### config.mk
export PLATFORM = sky130hd
export DESIGN_NAME = pfsa_cfg_regs
export DESIGN_NICKNAME = d
export VERILOG_FILES = /design/src/pfsa_pkg.sv /design/src/pfsa_cfg_regs.sv
export SDC_FILE = /design/constraint.sdc
export NUM_CORES = 1
export LEC_CHECK = 0
export ABC_AREA = 1
export BUFFER_PORTS_ARGS = -buffer_cell sky130_fd_sc_hd__buf_4
export CAP_MARGIN = 10
export CORE_UTILIZATION = 35
export CTS_CLUSTER_SIZE = 20
export DETAILED_ROUTE_END_ITERATION = 16
export PLACE_DENSITY = 0.66
export SKIP_LAST_GASP = 1
export SLEW_MARGIN = 40
export SYNTH_ARGS = -nofsm -noshare
export SYNTH_HDL_FRONTEND = slang
export SYNTH_SLANG_ARGS = --single-unit
export TNS_END_PERCENT = 100
### constraint.sdc
create_clock -name clk -period 1.2 [get_ports clk]
set_input_delay 0.06 -clock clk [delete_from_list [all_inputs] [get_ports clk]]
set_output_delay 0.06 -clock clk [all_outputs]
set_load 0.01 [all_outputs]
### src/pfsa_pkg.sv
// ---------------------------------------------------------------------------
// Page frame state allocator package
// Shared state, queue, mode and status codes, register map and helpers.
// ---------------------------------------------------------------------------
package pfsa_pkg;

  // Default frame table depth
  localparam int MAX_PAGES_DEF  = 1024;
  localparam int PAGE_COUNT_RST = 1024;

  // Field widths
  localparam int PAGE_W  = 20;
  localparam int COUNT_W = 11;
  localparam int CFG_AW  = 3;
  localparam int CFG_DW  = 32;

  // Register indexes
  localparam logic REG_BASE  = 1'b0;
  localparam logic REG_COUNT = 1'b1;

  // Page states
  localparam int NST = 9;
  localparam logic [3:0] ST_ACTIVE   = 4'd0;
  localparam logic [3:0] ST_INACTIVE = 4'd1;
  localparam logic [3:0] ST_BUSY     = 4'd2;
  localparam logic [3:0] ST_MODIFIED = 4'd3;
  localparam logic [3:0] ST_MODTEMP  = 4'd4;
  localparam logic [3:0] ST_FREE     = 4'd5;
  localparam logic [3:0] ST_CLEAR    = 4'd6;
  localparam logic [3:0] ST_WIRED    = 4'd7;
  localparam logic [3:0] ST_UNUSED   = 4'd8;

  // Queues
  localparam int NQ = 5;
  localparam logic [2:0] Q_FREE    = 3'd0;
  localparam logic [2:0] Q_CLEAR   = 3'd1;
  localparam logic [2:0] Q_ACTIVE  = 3'd2;
  localparam logic [2:0] Q_MOD     = 3'd3;
  localparam logic [2:0] Q_MODTEMP = 3'd4;

  // Request modes
  localparam logic [2:0] MODE_ALLOC = 3'd0;
  localparam logic [2:0] MODE_SPEC  = 3'd1;
  localparam logic [2:0] MODE_SET   = 3'd2;
  localparam logic [2:0] MODE_RANGE = 3'd3;
  localparam logic [2:0] MODE_RUN   = 3'd4;
  localparam logic [2:0] MODE_QUERY = 3'd5;
  localparam logic [2:0] MODE_INIT  = 3'd6;

  // Status codes
  localparam logic [1:0] STAT_OK     = 2'd0;
  localparam logic [1:0] STAT_NOPAGE = 2'd1;
  localparam logic [1:0] STAT_INVAL  = 2'd2;
  localparam logic [1:0] STAT_BADST  = 2'd3;

  // Queue that holds pages of a given state
  function automatic logic [2:0] queue_of(input logic [3:0] st);
    logic [2:0] q;
    case (st)
      ST_MODIFIED: q = Q_MOD;
      ST_MODTEMP:  q = Q_MODTEMP;
      ST_FREE:     q = Q_FREE;
      ST_CLEAR:    q = Q_CLEAR;
      default:     q = Q_ACTIVE;
    endcase
    return q;
  endfunction

endpackage

### src/pfsa_cfg_regs.sv
// ---------------------------------------------------------------------------
// Page frame allocator configuration registers
// APB-style register block holding the base page and the page count.
// ---------------------------------------------------------------------------
module pfsa_cfg_regs (
  input  logic                          clk,
  input  logic                          rst_n,
  input  logic                          psel,
  input  logic                          penable,
  input  logic                          pwrite,
  input  logic [pfsa_pkg::CFG_AW-1:0]   paddr,
  input  logic [pfsa_pkg::CFG_DW-1:0]   pwdata,
  output logic [pfsa_pkg::CFG_DW-1:0]   prdata,
  output logic                          pready,
  output logic [pfsa_pkg::PAGE_W-1:0]   base_page,
  output logic [pfsa_pkg::COUNT_W-1:0]  page_count
);
  import pfsa_pkg::*;

  logic [PAGE_W-1:0]  base_r;
  logic [COUNT_W-1:0] count_r;
  logic               reg_idx;
  logic               wr_en;

  assign pready  = 1'b1;
  assign reg_idx = paddr[2];
  assign wr_en   = psel && penable && pwrite;

  // Write the addressed register on the access cycle
  always_ff @(posedge clk) begin
    if (!rst_n) begin
      base_r  <= '0;
      count_r <= COUNT_W'(PAGE_COUNT_RST);
    end else if (wr_en) begin
      unique case (reg_idx)
        REG_BASE:  base_r  <= pwdata[PAGE_W-1:0];
        REG_COUNT: count_r <= pwdata[COUNT_W-1:0];
        default: ;
      endcase
    end
  end

  // Read back
  always_comb begin
    unique case (reg_idx)
      REG_BASE:  prdata = CFG_DW'(base_r);
      REG_COUNT: prdata = CFG_DW'(count_r);
      default:   prdata = '0;
    endcase
  end

  assign base_page  = base_r;
  assign page_count = count_r;

endmodule

==> results of run 1 <==
## per-stage QoR
step	worst slack (ns)	util, %
2_1_floorplan	0.510	-
3_3_place_gp	0.00511	49.9
3_5_place_dp	-0.0367	49.9
4_1_cts	0.228	51.9
5_1_grt	0.159	51.9
6_report	0.237	51.9
## metal layers
| layer | part of all wire (%) | GRT usage (%) | vias up |
|---|---|---|---|
| met4 | 1.9 | 7.94 | 0 |
| li1 | - | - | 891 |
| met5 | 0 | 0 | - |
| met1 | 45 | 18.9 | 711 |
| met3 | 5.9 | 4.94 | 8 |
| met2 | 47 | 29.1 | 47 |
## where the power goes
part           switching [mW]  leakage [nW]  internal, mW
clock network           0.365        0.0470         0.449
logic                   0.213         0.923         0.185
registers              0.0265         0.252          1.07
total                   0.604          1.22          1.70
## sequential cells by signal, indices dropped and copies added, names as in the netlist
| register | flops |
|---|---|
| page_count | 11 |
| base_page | 20 |
## cells in the final DEF, fill, tap and decap left out, drive strengths merged
master | netlist | final
nand2 | 65 | 65
buf | 23 | 83
o21ai | 1 | 1
nor2 | 72 | 72
nand3 | 32 | 32
inv | 31 | 31
dfxtp | 31 | 31
clkbuf | 5 | 6
clkinv | 0 | 1
conb | 2 | 13
## critical path: cells and delay by family (launching register included)
kind | cells | cell delay (ns)
flops | 1 | 0.35
buf+inv | 2 | 0.18
simple gates | 1 | 0.09
## cell type report
type	count	area [sq um]	area share [%]
clock buffers	6	82.6	3.65
clock inverters	1	5.00	0.221
inverters	31	116	5.15
multi-input cells	183	736	32.5
flip-flops and latches	31	621	27.4
well taps	52	65.1	2.88
repair buffers	83	636	28.1
## worst min path at each step
stage                                end  slack, ns  cells after the start
final                     page_count[10]      0.009                      3
after CTS                 page_count[10]      0.004                      3
after global placement    page_count[10]       0.29                      3
after detailed placement  page_count[10]       0.29                      3
after global routing      page_count[10]       0.01                      3
after floorplan            base_page[13]       0.18                      2
## kinds of logic after synthesis
kind of cell	Yosys count	share of synthesized area (%)
AND/OR/NAND/NOR	169	42.5
flip-flops	31	39.1
buffers and inverters	59	17.6
other	2	0.473
AO/OA/AOI/OAI	1	0.315
==> impl_metrics.ini, run 1 <==
[status]
outcome = finished clean

[detailed_routing]
wire_per_inst_um = 10.0
postRouteAntennaNets = 0
drc = 0
first_iter_violations = 121
dr.pass1.iters = 6
vias = 1657
via_per_inst = 4.28
drt_wl_total_mm = 3.87

[worst_setup_path]
cp_slowest_cell = dfxtp_1
critPathLaunchType = register
cpPeakStageDelay_ns = 0.35
arrival_ns = 0.90
reg2reg_to = page_count[10]
path_class = register to output port
required_ns = 1.14
startpoint = base_page[18]
crit_end = prdata[18]
cp_max_fo = 3
reg2reg_from = page_count[10]
end_kind = output port
r2r_slack_ns = 0.60
rr_worst_depth = 2
cp_cell_sequence = inv_1, nor2_1, buf_4

[timing]
setup_viol = 0
min_period_over_period_pct = 80.3
fmax_ghz = 1.04
clock_skew_ns = 0
timing.slew.headroom_pct = 65.6
hold_viol = 0
layout_min_cycle_time_ns = 0.963
whs_ns = 0.00869
final.setup.tns_ns = 0
rsz0062_at_grt = no
slew_viol_final = 0
worst_slew_pin_slew_ns = 0.516

[synth]
synth-edff-count = 0
yosysMostFrequentCell = nor2_1
synthCells = 262
synthFlopType = dfxtp_1
ys_types = 12
syn_area_per_cell_sq_um = 6.06
ys_seq_elements = 31
synth_top_area_cell = dfxtp_1
ys_async_sr_fraction_pct = 0
synth.cell_area_sq_um = 1590
ys_top_cells_by_count = nor2_1 (72), nand2_1 (65), nand3_1 (32), dfxtp_1 (31), inv_1 (30)
seq_area_frac_synth_pct = 39.1
yosys.area.top_type_share_pct = 39.1
yosysWarnings = 0
ys_top_cells_by_area = dfxtp_1 (39%), nor2_1 (17%), nand2_1 (15%)

[die]
core_area_sq_um = 4350
initial_core_util_pct = 36.4
fp.dieH_um = 69.3
die_w_um = 69.3
die_area_sq_um = 4810
rows = 24
pin_count = 104

[clock_tree]
cts_made_buffers = 5
htreeDepth = 2
cts_resized = 0
cts_root_buffer = clkbuf_8
ctsHoldBuffers = 0
clockBufferDepth = 2
clock-sinks = 31
clkTransAtPathRegs_ns = 0.06
clock_latency_ns = 0.27
post-cts-setup-buffer-count = 0
cts_tree = yes

[global_route]
grt_pass1_wl_mm = 6.55
grt_max_degree = 33
grt_pass1_vias = 1496
grt_use_total_pct = 16.8
overflow = 0
antenna_found_initial = 0

[place]
dpl_cell_area_sq_um = 2170
portBuffers = 76
gp_congestion = 0.685
hpwl_mm = 2.59
placed_cells = 380

[layout]
syn2layout_area_growth_pct = 42.5
drive_gt1_share_pct = 28.1
final_cells = 387
antenna_cells = 0
nNetsFinal = 375
final_area_sq_um = 2260
fillCellCount = 457

[power_and_ir_drop]
max-vdd-ir-drop_v = 0.000586
finalPower_mw = 2.30
leakage_nw = 1.22
p_per_area_nw_per_um2 = 1020

[worst_hold_path]
hp-class = input port to register
hold_start = pwdata[10]

[job]
cap_viol_max_count = 0
No activity file was read; power rests on OpenSTA's default activity.
==> inputs of run 2 (changes only) <==
==> constraint.sdc (replaced) <==
create_clock -name clk -period 0.9 [get_ports clk]
set_input_delay 0.045 -clock clk [delete_from_list [all_inputs] [get_ports clk]]
set_output_delay 0.045 -clock clk [all_outputs]
set_load 0.01 [all_outputs]
==> run 2 against run 1 <==
Against the previous run:
- the flow now finishes with violations (setup timing)
- power up 49%
- critical path depth down 1
- first-iteration DRC count down 17%
- core utilization grew 3.3 points
- non-clock buffer count is 7 higher
- final area increased by 6.4%
- critical endpoint is now base_page[16]
- routed wire length up 5.7%
- final cell count rose by 2.1%
- sequential share of layout area barely moved
- global-route usage up 0.15 points
- sequential cell count unchanged
==> impl_metrics.ini, run 2 (synthesized netlist as in run 1, its figures left out) <==
[layout]
fillCellCount = 446
seq_area_sq_um = 659
multiInputGateArea_sq_um = 748
antenna_cells = 0
final_common_cell = buf_4
syn2layout_area_growth_pct = 51.6
largest_register_ffs = 20
final_util_pct = 55.2
final_cell_mix = buf_4 (86), nor2_1 (66), nand2_1 (63)
nNetsFinal = 382
drive_gt1_share_pct = 42.3

[power_and_ir_drop]
p_per_area_nw_per_um2 = 1430
p_sw_mw = 0.844
intPower_mw = 2.59
combPwrFrac_pct = 16.4
power.share.clock_pct = 40.9
leakage_nw = 1.29
max-vdd-ir-drop_v = 0.000786
swShare_pct = 24.6
power.share.sequential_pct = 42.7

[clock_tree]
cts_tree = yes
htreeDepth = 2
cts_root_buffer = clkbuf_8
clock_latency_ns = 0.28
clkTransAtPathRegs_ns = 0.06
cts_made_buffers = 5
clock-sinks = 31
clockBufferDepth = 2

[global_route]
antenna_found_initial = 0
grt_use_total_pct = 17.0
overflow = 0
grt_pass1_wl_mm = 6.54
grt_max_degree = 33
grt_pass1_vias = 1442

[detailed_routing]
drt_wl_total_mm = 4.09
first_iter_violations = 101
vias = 1735
drc = 0
via_per_inst = 4.39
dr.pass1.iters = 5
wire_per_inst_um = 10.4
postRouteAntennaNets = 0

[die]
die_w_um = 69.3
initial_core_util_pct = 36.4
rows = 24
die_area_sq_um = 4810
fp.dieH_um = 69.3
core_area_sq_um = 4350
pin_count = 104

[timing]
min_period_over_period_pct = 101
clock_skew_ns = 0
worst_slew_pin_slew_ns = 0.511
timing.slew.headroom_pct = 65.9
finalWorstSetupSlack_ns = -0.0134
layout_min_cycle_time_ns = 0.913
rsz0062_at_grt = yes
hold_viol = 0
setup_viol = 10
fmax_ghz = 1.09
final.setup.tns_ns = -0.0836
slew_viol_final = 0

[worst_setup_path]
required_ns = 0.85
end_kind = output port
cp_max_fo = 3
path_class = register to output port
arrival_ns = 0.87
critPathLaunchType = register

[place]
gp_congestion = 0.668
portBuffers = 76
hpwl_mm = 2.74

[status]
outcome = finished with violations
violations = setup timing

[worst_hold_path]
hp-class = input port to register

[job]
cap_viol_max_count = 0
==> run 2: cell type report <==
type,count,share of cell area [%]
multi-input combinational,183,31.1
timing repair buffer,90,29.0
sequential,31,27.4
inverter,31,4.84
clock buffer,6,3.43
tap,52,2.71
clock inverter,2,1.46
==> run 2: path summary, 6_finish.rpt <==
check	slack [ns]	endpoint	start	cells after the start
setup / recovery	-0.01	base_page[16]	base_page[16]	2
hold / removal	0.07	base_page[14]	pwdata[14]	5
setup reg to reg	0.21	base_page[11]	base_page[11]	3
hold reg to reg	0.49	base_page[4]	base_page[4]	2
==> run 2: stage by stage <==
step                power [mW]  hold slack (ns)  worst slack, ns  instances  area [sq um]
floorplan                 1.80            0.166            0.225        273          1630
global placement          2.02            0.273           -0.242        381          2180
detailed placement        2.03            0.279           -0.267        381          2180
CTS                       3.46           0.0682          -0.0245        390          2350
global route              3.59           0.0917          -0.0943        395          2400
finish                    3.44           0.0728          -0.0134        395          2400
==> run 2: worst max-delay path: stages, from the launching register on <==
cell     delay [ns]
dfxtp_2        0.33
buf_4          0.13
buf_4          0.13
==> run 2: metal layers <==
metal | vias to the layer above | wire (um) | GRT usage [%]
li1 | 909 | - | -
met1 | 770 | 1810 | 19.9
met2 | 51 | 1990 | 29.0
met3 | 5 | 241 | 5.67
met4 | 0 | 56 | 5.44
met5 | - | 0 | 0
==> run 2: power by group through the flow <==
stage,Sequential (mW),Combinational [mW],Clock [mW]
detailed placement,1.49,0.539,0
global placement,1.49,0.533,0
CTS,1.47,0.547,1.45
finish,1.47,0.562,1.41
floorplan,1.51,0.297,0
global route,1.47,0.621,1.50
==> run 2: timing repair <==
item / 4_1_cts / 5_1_grt
hold buffers: 1 / 0
endpoints found under the hold margin: 1 / 0
pin swaps: 2 / 12
buffers inserted: 0 / 5
endpoints found under the setup margin: 20 / 20
gates resized for setup: 33 / 13
==> inputs of run 3 (changes only) <==
--- a/config.mk
+++ b/config.mk
@@ -7,11 +7,10 @@
 export LEC_CHECK = 0
 export ABC_AREA = 1
 export BUFFER_PORTS_ARGS = -buffer_cell sky130_fd_sc_hd__buf_4
-export CAP_MARGIN = 10
-export CORE_UTILIZATION = 35
+export CORE_UTILIZATION = 42
 export CTS_CLUSTER_SIZE = 20
 export DETAILED_ROUTE_END_ITERATION = 16
-export PLACE_DENSITY = 0.66
+export PLACE_DENSITY_LB_ADDON = 0.1
 export SKIP_LAST_GASP = 1
 export SLEW_MARGIN = 40
 export SYNTH_ARGS = -nofsm -noshare
==> run 3 against run 2 <==
Against the previous run:
- the flow still finishes with violations (setup timing)
- worst hold slack gained 0.0064 ns
- fmax grew 0.16%
- power shrank 6.3%
- sequential cell count is the same
- routed wire length shrank 0.29%
- final area is essentially flat
- final cell count shrank 1.0%
- critical path depth grew 1
- setup slack gained 0.0014 ns
- critical path type unchanged
==> impl_metrics.ini, run 3 (synthesized netlist as in run 1, its figures left out) <==
[layout]
nNetsFinal = 384
drive_gt1_share_pct = 42.6
syn2layout_area_growth_pct = 51.7
final_cell_mix = buf_4 (85), nor2_1 (68), nand2_1 (61)
final_common_cell = buf_4
antenna_cells = 0
largest_register_ffs = 20

[worst_setup_path]
cp_slowest_cell = dfxtp_2
path_class = register to output port
cpPeakStageDelay_ns = 0.35
cp_max_fo = 3
cp_cell_sequence = inv_2, nor2_2, buf_4
end_kind = output port
cp_num_buf_inv = 2
arrival_ns = 0.87
required_ns = 0.85
critPathLaunchType = register
critical-path-top-delay-family = flip-flops

[worst_hold_path]
hp-class = input port to register

[power_and_ir_drop]
p_per_area_nw_per_um2 = 1340
leakage_nw = 1.29
finalPower_mw = 3.22
max-vdd-ir-drop_v = 0.00108

[global_route]
grt_use_total_pct = 20.8
grt_pass1_wl_mm = 6.57
overflow = 0
grt_pass1_vias = 1468
antenna_found_initial = 0
grt_max_degree = 32

[status]
outcome = finished with violations
violations = setup timing

[detailed_routing]
wire_per_inst_um = 10.4
dr.pass1.iters = 4
drt_wl_total_mm = 4.08
postRouteAntennaNets = 0
via_per_inst = 4.41
drc = 0
first_iter_violations = 145
vias = 1725

[timing]
min_period_over_period_pct = 101
finalWorstSetupSlack_ns = -0.0120
whs_ns = 0.0792
rsz0062_at_grt = yes
layout_min_cycle_time_ns = 0.912
slew_viol_final = 0
clock_skew_ns = 0
setup_viol = 5
hold_viol = 0
fmax_ghz = 1.10

[die]
fp.dieH_um = 63.5
rows = 21
initial_core_util_pct = 45.7
pin_count = 104
core_area_sq_um = 3470
die_w_um = 63.5
die_area_sq_um = 4030

[clock_tree]
htreeDepth = 2
cts_tree = yes
clkTransAtPathRegs_ns = 0.06
clockBufferDepth = 2
cts_root_buffer = clkbuf_8
clock-sinks = 31
clock_latency_ns = 0.27
cts_made_buffers = 5

[place]
gp_congestion = 0.723
pre_cts_ws_ns = -0.0277
portBuffers = 76
hpwl_mm = 2.81

[job]
cap_viol_max_count = 0
==> run 3: worst paths after layout <==
kind                  start              to  slack (ns)  cells after the start
min              pwdata[16]   base_page[16]        0.08                      5
max reg2reg  page_count[10]  page_count[10]        0.18                      3
min reg2reg    base_page[3]    base_page[3]        0.49                      2
max           base_page[15]      prdata[15]       -0.01                      3
==> run 3: area by class of cell <==
class / instances / area [sq um]
timing repair buffer: 92 / 724
inverter: 31 / 116
fill: 349 / 1060
multi-input combinational: 183 / 748
sequential: 31 / 659
tap: 46 / 57.6
clock buffer: 8 / 100
==> run 3: per-stage QoR <==
stage | util (%) | cell area, sq um | setup TNS, ns | instances
global route | 69.4 | 2410 | -0.872 | 391
CTS | 68.0 | 2360 | -0.139 | 389
detailed placement | 63.4 | 2200 | -0.0604 | 379
global placement | 63.4 | 2200 | 0 | 379
finish | 69.4 | 2410 | -0.0306 | 391
floorplan | - | 1630 | 0 | 273
==> run 3: tightest hold or removal path, stage by stage <==
cell and delay, ns:
buf_4 0.08, inv_1 0.03, nand3_1 0.06, nand2_1 0.04
nor2_1 0.07
==> run 3: what timing repair did <==
item | 4_1_cts | 5_1_grt
cloned | 0 | 0
hold endpoints to repair | 1 | 0
resized for setup | 33 | 19
endpoints found under the setup margin | 20 | 21
setup buffers | 1 | 2
hold buffers | 1 | 0
pin swaps | 3 | 13
==> run 3: routing by layer <==
metal  share of wire [%]  GRT usage (%)  up-vias
met1                  45           24.9      751
met2                  48           35.5       56
met3                 5.6           5.98        6
met5                   0              0        -
met4                 1.2           6.82        0
li1                    -              -      912
==> run 3: report_power, final <==
part           internal [mW]  leakage, nW  switching (mW)  total (mW)
Combinational          0.275        0.975           0.294       0.569
Clock                  0.697       0.0515           0.485        1.18
Sequential              1.43        0.265          0.0396        1.47
